### config.mk
export PLATFORM = sky130hd
export DESIGN_NAME = passphrase_key_hasher_flat
export DESIGN_NICKNAME = d
export VERILOG_FILES = /design/src/hw/rtl/pkh_pkg.sv /design/src/hw/rtl/pkh_if.sv /design/src/hw/rtl/passphrase_key_hasher.sv /design/src/flat_wrapper.sv
export VERILOG_INCLUDE_DIRS = /design/src /design/src/hw/rtl
export SDC_FILE = /design/constraint.sdc
export NUM_CORES = 2
export LEC_CHECK = 0
export BUFFER_PORTS_ARGS = -buffer_cell sky130_fd_sc_hd__buf_2
export CAP_MARGIN = 40
export CORE_UTILIZATION = 55
export CTS_CLUSTER_SIZE = 24
export DETAILED_ROUTE_END_ITERATION = 8
export GPL_TIMING_DRIVEN = 0
export PLACE_DENSITY_LB_ADDON = 0.2
export SLEW_MARGIN = 30
export SYNTH_ARGS = -nofsm -noshare
export SYNTH_HDL_FRONTEND = slang
export SYNTH_SLANG_ARGS = --single-unit
### constraint.sdc
create_clock -name clk -period 67.9 [get_ports clk]
set_input_delay 6.79 -clock clk [delete_from_list [all_inputs] [get_ports clk]]
set_output_delay 6.79 -clock clk [all_outputs]
set_load 0.01 [all_outputs]
### src/hw/rtl/assert_macros.svh
// Assertion helpers for the RTL.
`ifndef ASSERT_MACROS_SVH
`define ASSERT_MACROS_SVH

// Implication checked on every rising clock edge outside reset.
`define ASSERT_IMPL(label, clk, rst_n, ante, cons, msg) \
	label: assert property (@(posedge clk) disable iff (!rst_n) (ante) |-> (cons)) \
		else $error(msg);

// Next-cycle implication checked outside reset.
`define ASSERT_NEXT(label, clk, rst_n, ante, cons, msg) \
	label: assert property (@(posedge clk) disable iff (!rst_n) (ante) |=> (cons)) \
		else $error(msg);

`endif

### src/hw/rtl/pkh_pkg.sv
`default_nettype none
package pkh_pkg;
	localparam int MaxKeyBytes = 64;
	localparam int DigestBytes = 20;
	localparam int KeyW = 7;

	typedef enum logic [3:0] {
		ST_IDLE,
		ST_LOAD,
		ST_ROUND,
		ST_FOLD,
		ST_XOR,
		ST_OUT,
		ST_CLEAR
	} state_t;

	localparam logic [31:0] H0 = 32'h67452301;
	localparam logic [31:0] H1 = 32'hEFCDAB89;
	localparam logic [31:0] H2 = 32'h98BADCFE;
	localparam logic [31:0] H3 = 32'h10325476;
	localparam logic [31:0] H4 = 32'hC3D2E1F0;

	function automatic logic [31:0] rotl(input logic [31:0] x, input int n);
		rotl = (x << n) | (x >> (32 - n));
	endfunction
endpackage
`default_nettype wire

### src/hw/rtl/pkh_if.sv
`default_nettype none
interface pkh_in_if;
	logic       valid;
	logic       ready;
	logic [7:0] phrase_byte;
	logic       has_byte;
	logic       end_of_phrase;
	modport source (output valid, phrase_byte, has_byte, end_of_phrase, input ready);
	modport sink (input valid, phrase_byte, has_byte, end_of_phrase, output ready);
endinterface

interface pkh_out_if;
	logic       valid;
	logic       ready;
	logic [7:0] key_byte;
	logic       last_key_byte;
	modport source (output valid, key_byte, last_key_byte, input ready);
	modport sink (input valid, key_byte, last_key_byte, output ready);
endinterface
`default_nettype wire

### src/hw/rtl/passphrase_key_hasher.sv
// A byte that leaves its chunk open is taken with ready staying high. A byte that closes a
// chunk holds ready low while each 64-byte SHA-1 block is hashed (a read lead-in, the byte
// loads, 80 rounds, a fold), one block while key plus chunk fit in 55 bytes and two above,
// then while the digest is XORed into the key, all on the one shared round unit.
// At the phrase end the key bytes go out, each held until taken, then a clear sweep zeroes the key store.
// Reset (arst_n low, asynchronous) sets key_bytes=32, clears control, then sweeps the key store to zero with ready low.
`default_nettype none
`include "assert_macros.svh"
module passphrase_key_hasher #(
	parameter int MAX_KEY_BYTES = pkh_pkg::MaxKeyBytes
) (
	input  wire logic                 clk,
	input  wire logic                 arst_n,
	input  wire logic                 cfg_we,
	input  wire logic [pkh_pkg::KeyW-1:0] cfg_wdata,
	pkh_in_if.sink                    in_ch,
	pkh_out_if.source                 out_ch
);
	import pkh_pkg::*;

	localparam int KIW = (MAX_KEY_BYTES > 1) ? $clog2(MAX_KEY_BYTES) : 1;
	localparam logic [KeyW-1:0] MaxLen = KeyW'(MAX_KEY_BYTES);

	// Key store: a small memory, one byte read and one written per cycle.
	logic [7:0] key_mem [MAX_KEY_BYTES];
	logic [7:0] chunk_q [DigestBytes];

	state_t state_q, state_d;
	logic [KeyW-1:0] key_bytes_q;
	logic [4:0] fill_q;
	logic [KIW-1:0] xpos_q;
	logic [KeyW-1:0] len_q;        // key length frozen for the current hash
	logic [7:0] total_q;           // message length in bytes
	logic [1:0] blk_q;             // current 64-byte block
	logic [1:0] nblk_q;
	logic [6:0] cnt_q;             // byte-in-block / round / digest counter
	logic [31:0] word_q;           // byte assembly for the schedule load
	logic [31:0] w_q [16];
	logic [31:0] h_q [5];
	logic [31:0] a_q, b_q, c_q, d_q, e_q;
	logic [7:0] key_rd_q;          // registered key memory read
	logic [KIW-1:0] oidx_q;
	logic last_q;                  // end marker pending after the hash
	logic out_valid_q;
	logic out_last_q;
	logic [7:0] out_byte_q;
	logic fresh_q;                 // key_rd_q holds valid data for oidx_q

	// Active key length: 0 reads as 1, above the maximum as the maximum.
	logic [KeyW-1:0] act_len;
	always_comb begin
		priority if (key_bytes_q == '0) act_len = KeyW'(1);
		else if (key_bytes_q > MaxLen) act_len = MaxLen;
		else act_len = key_bytes_q;
	end

	// Message byte at position p of the padded message.
	logic [8:0] mpos;
	logic [7:0] mbyte;
	logic [10:0] bitlen;
	assign mpos = {1'b0, blk_q, cnt_q[5:0]};
	assign bitlen = {total_q, 3'b000};
	always_comb begin
		if (mpos < 9'(len_q)) mbyte = key_rd_q;
		else if (mpos < 9'(total_q)) mbyte = chunk_q[5'(mpos - 9'(len_q))];
		else if (mpos == 9'(total_q)) mbyte = 8'h80;
		else if (blk_q == nblk_q - 2'd1 && cnt_q[5:0] == 6'd62) mbyte = {5'b0, bitlen[10:8]};
		else if (blk_q == nblk_q - 2'd1 && cnt_q[5:0] == 6'd63) mbyte = bitlen[7:0];
		else mbyte = 8'h00;
	end

	// Key memory read address (read data registered for the next cycle).
	logic [KIW-1:0] rd_addr;
	logic [8:0] next_pos;
	assign next_pos = mpos + 9'd1;
	always_comb begin
		unique case (state_q)
			ST_LOAD: rd_addr = KIW'(next_pos);
			ST_XOR:  rd_addr = xpos_q;
			ST_OUT:  rd_addr = oidx_q;
			default: rd_addr = '0;
		endcase
	end
	always_ff @(posedge clk) key_rd_q <= key_mem[rd_addr];

	// Shared SHA-1 round unit.
	logic [31:0] f, k, t, wnext, wcur;
	logic [6:0] rnd;
	assign rnd = cnt_q;
	assign wnext = rotl(w_q[13] ^ w_q[8] ^ w_q[2] ^ w_q[0], 1);
	assign wcur = (rnd < 7'd16) ? w_q[0] : wnext;
	always_comb begin
		priority if (rnd < 7'd20) begin
			f = (b_q & c_q) | (~b_q & d_q); k = 32'h5A827999;
		end else if (rnd < 7'd40) begin
			f = b_q ^ c_q ^ d_q; k = 32'h6ED9EBA1;
		end else if (rnd < 7'd60) begin
			f = (b_q & c_q) | (b_q & d_q) | (c_q & d_q); k = 32'h8F1BBCDC;
		end else begin
			f = b_q ^ c_q ^ d_q; k = 32'hCA62C1D6;
		end
	end
	assign t = rotl(a_q, 5) + f + e_q + k + wcur;

	// Digest byte for the XOR pass, indexed by cnt_q halved.
	logic [31:0] dword;
	logic [7:0] dbyte;
	assign dword = h_q[3'(cnt_q[5:3])];
	always_comb begin
		unique case (cnt_q[2:1])
			2'd0: dbyte = dword[31:24];
			2'd1: dbyte = dword[23:16];
			2'd2: dbyte = dword[15:8];
			default: dbyte = dword[7:0];
		endcase
	end

	logic in_acc;
	assign in_ch.ready = (state_q == ST_IDLE);
	assign in_acc = in_ch.valid && in_ch.ready;
	logic [4:0] fill_inc;
	assign fill_inc = fill_q + 5'(in_ch.has_byte);

	// Next state.
	logic start_hash;
	assign start_hash = (fill_inc == 5'(DigestBytes)) || (in_ch.end_of_phrase && fill_inc != '0);
	always_comb begin
		state_d = state_q;
		unique case (state_q)
			ST_IDLE: if (in_acc) begin
				if (start_hash) state_d = ST_LOAD;
				else if (in_ch.end_of_phrase) state_d = ST_OUT;
			end
			ST_LOAD: if (cnt_q == 7'd63) state_d = ST_ROUND;
			ST_ROUND: if (cnt_q == 7'd79) state_d = ST_FOLD;
			ST_FOLD: state_d = (blk_q == nblk_q - 2'd1) ? ST_XOR : ST_LOAD;
			ST_XOR: if (cnt_q == 7'(2 * DigestBytes - 1))
				state_d = last_q ? ST_OUT : ST_IDLE;
			ST_OUT: if (out_ch.ready && out_valid_q && out_last_q) state_d = ST_CLEAR;
			ST_CLEAR: if (oidx_q == KIW'(MAX_KEY_BYTES - 1)) state_d = ST_IDLE;
			default: state_d = ST_IDLE;
		endcase
	end

	// Leave reset through the clearing sweep so the key store starts at zero.
	always_ff @(posedge clk or negedge arst_n) begin
		if (!arst_n) state_q <= ST_CLEAR;
		else state_q <= state_d;
	end

	always_ff @(posedge clk or negedge arst_n) begin
		if (!arst_n) key_bytes_q <= KeyW'(32);
		else if (cfg_we) key_bytes_q <= cfg_wdata;
	end

	// Datapath and counters.
	always_ff @(posedge clk or negedge arst_n) begin
		if (!arst_n) begin
			fill_q <= '0; xpos_q <= '0; cnt_q <= '0; blk_q <= '0; nblk_q <= 2'd1;
			len_q <= KeyW'(1); total_q <= '0; last_q <= 1'b0; oidx_q <= '0;
			out_valid_q <= 1'b0; out_last_q <= 1'b0; fresh_q <= 1'b0;
		end else begin
			unique case (state_q)
				ST_IDLE: if (in_acc) begin
					if (in_ch.has_byte) chunk_q[fill_q] <= in_ch.phrase_byte;
					fill_q <= fill_inc;
					last_q <= in_ch.end_of_phrase;
					cnt_q <= '0; blk_q <= '0; oidx_q <= '0; fresh_q <= 1'b0;
					len_q <= act_len;
					total_q <= 8'(act_len) + 8'(fill_inc);
					nblk_q <= ((8'(act_len) + 8'(fill_inc) + 8'd8) >= 8'd128) ? 2'd3 :
						((8'(act_len) + 8'(fill_inc) + 8'd8) >= 8'd64) ? 2'd2 : 2'd1;
					if (start_hash) begin
						a_q <= H0; b_q <= H1; c_q <= H2; d_q <= H3; e_q <= H4;
						h_q[0] <= H0; h_q[1] <= H1; h_q[2] <= H2; h_q[3] <= H3; h_q[4] <= H4;
						cnt_q <= 7'h7F;   // a key memory read lead-in first
					end
				end
				ST_LOAD: begin
					// advance one byte a cycle; shift a finished word into the schedule
					cnt_q <= cnt_q + 7'd1;
					if (cnt_q != 7'h7F) begin
						word_q <= {word_q[23:0], mbyte};
						if (cnt_q[1:0] == 2'd3) begin
							for (int i = 0; i < 15; i++) w_q[i] <= w_q[i+1];
							w_q[15] <= {word_q[23:0], mbyte};
						end
					end
					if (cnt_q[5:0] == 6'd63 && cnt_q != 7'h7F) cnt_q <= '0;
				end
				ST_ROUND: begin
					e_q <= d_q; d_q <= c_q; c_q <= rotl(b_q, 30); b_q <= a_q; a_q <= t;
					for (int i = 0; i < 15; i++) w_q[i] <= w_q[i+1];
					w_q[15] <= wcur;
					cnt_q <= cnt_q + 7'd1;
				end
				ST_FOLD: begin
					h_q[0] <= h_q[0] + a_q; h_q[1] <= h_q[1] + b_q; h_q[2] <= h_q[2] + c_q;
					h_q[3] <= h_q[3] + d_q; h_q[4] <= h_q[4] + e_q;
					a_q <= h_q[0] + a_q; b_q <= h_q[1] + b_q; c_q <= h_q[2] + c_q;
					d_q <= h_q[3] + d_q; e_q <= h_q[4] + e_q;
					blk_q <= blk_q + 2'd1;
					cnt_q <= (blk_q == nblk_q - 2'd1) ? 7'd0 : 7'h7F;
					if (blk_q == nblk_q - 2'd1 && 7'(xpos_q) >= len_q) xpos_q <= '0;
				end
				ST_XOR: begin
					// even cycle: read key byte; odd cycle: write XOR and advance
					cnt_q <= cnt_q + 7'd1;
					if (cnt_q[0]) begin
						xpos_q <= (7'(xpos_q) + 7'd1 >= len_q) ? '0 : xpos_q + KIW'(1);
					end
					if (cnt_q == 7'(2 * DigestBytes - 1)) begin
						fill_q <= '0; cnt_q <= '0;
					end
				end
				ST_OUT: begin
					// read data is registered behind the index; hold output until taken
					if (!out_valid_q || out_ch.ready) begin
						if (fresh_q && !(out_valid_q && out_last_q)) begin
							out_valid_q <= 1'b1;
							out_byte_q <= key_rd_q;
							out_last_q <= (7'(oidx_q) + 7'd1 == act_len);
							oidx_q <= oidx_q + KIW'(1);
							fresh_q <= 1'b0;
						end else begin
							out_valid_q <= 1'b0;
							fresh_q <= 1'b1;
							if (out_valid_q && out_last_q) begin
								oidx_q <= '0; out_last_q <= 1'b0;
							end
						end
					end
				end
				ST_CLEAR: begin
					oidx_q <= oidx_q + KIW'(1);
					if (oidx_q == KIW'(MAX_KEY_BYTES - 1)) begin
						fill_q <= '0; xpos_q <= '0; last_q <= 1'b0;
					end
				end
				default: ;
			endcase
		end
	end

	// Key memory write: XOR pass and clearing sweep.
	always_ff @(posedge clk) begin
		if (state_q == ST_XOR && cnt_q[0]) key_mem[xpos_q] <= key_rd_q ^ dbyte;
		else if (state_q == ST_CLEAR) key_mem[oidx_q] <= 8'h00;
	end

	assign out_ch.valid = out_valid_q;
	assign out_ch.key_byte = out_byte_q;
	assign out_ch.last_key_byte = out_last_q;

	`ASSERT_IMPL(a_busy_ready, clk, arst_n, state_q != ST_IDLE, !in_ch.ready, "ready while busy")
	`ASSERT_IMPL(a_out_state, clk, arst_n, out_valid_q, state_q == ST_OUT, "output outside OUT")
	`ASSERT_IMPL(a_fill_max, clk, arst_n, state_q == ST_IDLE, fill_q < 5'(DigestBytes), "fill overflow")
	`ASSERT_NEXT(a_xor_pos, clk, arst_n, state_q == ST_IDLE, 7'(xpos_q) < 7'(MAX_KEY_BYTES), "bad xor pos")
endmodule
`default_nettype wire
### src/flat_wrapper.sv
// flat-port wrapper written by rule: the top's interface ports become plain ports
module passphrase_key_hasher_flat import pkh_pkg::*;
#(
	parameter int MAX_KEY_BYTES = pkh_pkg::MaxKeyBytes
)
  (clk, arst_n, cfg_we, cfg_wdata, in_ch_valid, in_ch_phrase_byte, in_ch_has_byte, in_ch_end_of_phrase, in_ch_ready, out_ch_valid, out_ch_key_byte, out_ch_last_key_byte, out_ch_ready);
  pkh_in_if in_ch_i ();
  pkh_out_if out_ch_i ();
  input  wire logic clk;
  input  wire logic arst_n;
  input  wire logic cfg_we;
  input  wire logic [pkh_pkg::KeyW-1:0] cfg_wdata;
  input wire logic [$bits(in_ch_i.valid)-1:0] in_ch_valid;
  input wire logic [$bits(in_ch_i.phrase_byte)-1:0] in_ch_phrase_byte;
  input wire logic [$bits(in_ch_i.has_byte)-1:0] in_ch_has_byte;
  input wire logic [$bits(in_ch_i.end_of_phrase)-1:0] in_ch_end_of_phrase;
  output wire logic [$bits(in_ch_i.ready)-1:0] in_ch_ready;
  output wire logic [$bits(out_ch_i.valid)-1:0] out_ch_valid;
  output wire logic [$bits(out_ch_i.key_byte)-1:0] out_ch_key_byte;
  output wire logic [$bits(out_ch_i.last_key_byte)-1:0] out_ch_last_key_byte;
  input wire logic [$bits(out_ch_i.ready)-1:0] out_ch_ready;
  assign in_ch_i.valid = in_ch_valid;
  assign in_ch_i.phrase_byte = in_ch_phrase_byte;
  assign in_ch_i.has_byte = in_ch_has_byte;
  assign in_ch_i.end_of_phrase = in_ch_end_of_phrase;
  assign in_ch_ready = in_ch_i.ready;
  assign out_ch_valid = out_ch_i.valid;
  assign out_ch_key_byte = out_ch_i.key_byte;
  assign out_ch_last_key_byte = out_ch_i.last_key_byte;
  assign out_ch_i.ready = out_ch_ready;
  passphrase_key_hasher #(.MAX_KEY_BYTES(MAX_KEY_BYTES)) u_core (.clk(clk), .arst_n(arst_n), .cfg_we(cfg_we), .cfg_wdata(cfg_wdata), .in_ch(in_ch_i), .out_ch(out_ch_i));
endmodule
==> results by group <==
Status
  • Outcome: finished clean

Synthesis
  • Largest family of logic cells by synthesized area: compound AO/OA/AOI/OAI gates
  • Syn nets: 5685
  • Post-Synth Adder-Cell Area: 7.134%
  • Synth area leader: edfxtp_1
  • Synth Area in Simple Gates: around 7.4%
  • Avg Synthesized Cell Area: about 14 um^2
  • Top-count cell post-synth: edfxtp_1
  • Post-synthesis sequential area ratio: between 60% and 70%
  • Post-synth top cells: 1536 x edfxtp_1, 532 x nand2_1, 383 x nor2_1
  • Compound-Gate Fraction of Synth Area: under 10%
  • #FFs+latches synth: 1601
  • Top cell type's share of synthesized area: 61.10%
  • Mux cell area share after synthesis: 7.416%
  • Yosys warning count: 0
  • Number of enable flip-flop cells after synthesis: between 1500 and 2000
  • Cells after synthesis: roughly 5300
  • Synth area leaders: edfxtp_1 61%, mux4_2 6.2%, ha_1 4.0%
  • Yosys cell types: between 100 and 150
  • XOR/XNOR Fraction of Synth Area: 3.550%
  • Most used DFF post-synth: edfxtp_1
  • Mapped cell area: around 75000 um^2
  • Async SR Flop Fraction: under 10%

Finish
  • Post-Route Utilization: 63.10%
  • Multi-input gate area: between 20000 and 30000 um^2
  • Synth-to-layout area growth: 13.53%
  • FILL cells: 10000
  • Layout Cells excl Fill: 7566
  • Reg area: between 40000 and 50000 um^2
  • Post-route cell area: between 80000 and 90000 um^2
  • Final #Nets: between 6000 and 7000
  • Fraction of layout instances using a drive strength above 1: 13.75%

Job
  • Total of max-cap violations: 0

Route
  • Vias per cell: ~6.3
  • DRC: 0
  • Final WL: 216900 um
  • Initial DRC count: 5693
  • Remaining antenna violation count: 0
  • Via count: between 40000 and 50000
  • WL/cell: 28.67 um
  • Initial DRT Pass Iterations: 8

Setup path
  • Reg2reg setup slack: roughly 60000 ps
  • Setup CP Type: in -> reg
  • Worst Path Arrival: approximately 11000 ps
  • Worst reg2reg path depth: 22
  • Max FO, Critical Path: 41
  • CP Capture Type: flop
  • WP data required: between 60000 and 70000 ps
  • Reg-to-Reg Start: u_core.cnt_q[5]
  • Crit Reg-Reg Endpoint: u_core.a_q[31]
  • CP startpoint kind: input pin

STA
  • Fmax: 92.97 MHz
  • Setup TNS: 0 ps
  • Minimum clock period after layout: ~11000 ps
  • Worst Clk Skew: around 62 ps
  • Final hold violation count: 0
  • RSZ-0062 raised after global routing: false
  • Final period utilization: between 10% and 20%
  • Final worst setup slack: between 50000 and 60000 ps
  • Pins over their slew limit: 0
  • Final Setup Violations: 0
  • Slew of the pin with the lowest slew margin: about 950 ps
  • Hold WS: about 410 ps
  • Rel. slew slack: about 36%

CTS
  • Post_cts resized: 0
  • Cts bufs inserted: 165
  • Clock transition at path regs: 60 ps
  • Root Buffer: clkbuf_16
  • Hold buffer count at cts: 0
  • Clock tree sinks: roughly 1600
  • Worst-skew pair later-pin latency: around 800 ps
  • H-tree lvl count: 4
  • Max Root-Sink Buffers: 3
  • Post-CTS setup buffer count: 0
  • CTS tree: yes

Hold path
  • Min-delay src: u_core.w_q[0][457]
  • Endpoint, Worst Hold: u_core.w_q[0][425]
  • Worst hold path class: reg -> reg
  • Hold path depth: 0

Die
  • DIE HEIGHT: 372.5 um
  • Core Area: ~140000 um^2
  • Die Wd: around 370 um
  • Die ar.: 138700 um^2
  • Initial core utilization: between 50% and 60%
  • Num ports: 33
  • Rows: 135

Global routing
  • Initial antenna violation count: 6
  • Grt total ovfl: 0
  • Tot GR Track Use: around a third
  • First-pass GRT wire length: 312100 um
  • Largest net degree at the start of global routing: 42
  • Vias in the first global route: ~46000

Pwr
  • Leakage: slightly above 30 nW
  • PD cells: roughly 23 nW/um^2
  • Power Total: 2.000 mW
  • Max IR drop VDD: 0.00002920 V

Placement
  • Final Wtd Congestion: ~1.1
  • I/O Buffers: 31
  • Dpl cell area: about 80000 um^2
  • Placed insts: ~7200
  • Dpl hpwl: roughly 160000 um
  • Pre-CTS worst setup slack: 56380 ps
[worst max path at each step]
stage	from	end	slack (ps)	cells after the start
2_1_floorplan	arst_n	u_core.w_q[0][0]	23050	3
3_3_place_gp	arst_n	u_core.w_q[0][402]	9080	4
3_5_place_dp	arst_n	u_core.w_q[0][370]	56380	18
4_1_cts	arst_n	u_core.w_q[0][306]	57230	18
5_1_grt	arst_n	u_core.w_q[0][306]	57010	18
6_report	arst_n	u_core.w_q[0][306]	57140	18
[placed cells by master (no fill, tap or decap), types with 24 or more instances in the layout]
master / synthesis / layout
o21ai_1: 19 / 24
dfrtp_1: 52 / 52
clkinv_1: 1 / 35
a22oi_1: 25 / 25
clkbuf_16: 0 / 169
nor2b_1: 32 / 32
a31oi_1: 41 / 41
fa_1: 119 / 119
a21oi_1: 242 / 240
o22ai_1: 31 / 29
clkinv_2: 0 / 28
o21a_1: 30 / 30
and3_1: 30 / 29
buf_6: 7 / 28
inv_1: 250 / 250
clkbuf_1: 130 / 146
nand2_1: 532 / 532
a211oi_1: 49 / 49
nor3_1: 43 / 36
buf_4: 13 / 57
mux4_2: 208 / 208
o21ai_0: 245 / 239
nor2_1: 383 / 374
mux2i_1: 62 / 62
xor2_1: 78 / 78
buf_16: 0 / 47
xnor2_1: 228 / 227
and2_1: 50 / 50
a21o_1: 96 / 96
mux2_2: 26 / 26
edfxtp_1: 1536 / 1536
buf_2: 34 / 80
ha_1: 240 / 240
nand2b_1: 77 / 77
nand3_1: 46 / 46
o21bai_1: 27 / 27
[worst max-delay path, cell delays in order]
cell      delay (ps)
buf_4            270
buf_12           280
clkbuf_1         300
buf_6            240
and3_2           230
buf_12           210
nand2_1          120
clkbuf_1         350
clkbuf_1         440
o21ai_4          390
buf_8            250
buf_16           180
buf_16           180
buf_16           170
buf_16           170
buf_16           180
buf_16           180
buf_16           180
[layer usage]
layer / vias up / track usage (%) / routed length (um)
met3: 533 / 6.842 / 21050
met1: 23980 / 43.10 / 86200
met4: 6 / 14.86 / 11800
met5: - / 0 / 34
li1: 20650 / - / -
met2: 2504 / 48.25 / 97840
[state kept, by name, summed over array words and instances (netlist names), 8 cells and up]
name	flops
u_core.word_q	24
u_core.total_q	8
u_core.e_q	32
u_core.key_mem	512
u_core.key_rd_q	8
u_core.h_q	160
u_core.w_q	512
u_core.c_q	32
u_core.a_q	32
u_core.d_q	32
u_core.b_q	32
u_core.out_ch.key_byte	8
u_core.chunk_q	160
[power by group]
part	leakage, nW	total (mW)	switching (mW)	internal [mW]
Clock	2.66	0.922	0.399	0.522
Sequential	14.5	1.07	0.000687	1.07
Combinational	13.2	0.00886	0.00618	0.00268
[logic make-up after synthesis]
logic type | Yosys count
buffers and inverters | 460
DFF | 1601
xor gates and xnor gates | 306
adders and majority gates | 359
and+or+nand+nor | 1265
AOI/OAI and AO/OA | 1017
muxes | 296
[final cells by class]
class                   instances  share of cell area, %
flip-flops and latches       1601                  55.68
multi-input cells            3243                  30.40
clock buffers                 208                  5.141
repair buffers                171                  2.679
well taps                    1781                  2.600
clock inverters                98                  1.266
plain buffers                 207                  1.115
inverters                     253                  1.108
diodes                          4                0.01168
Power figures use the tool's default switching activity.
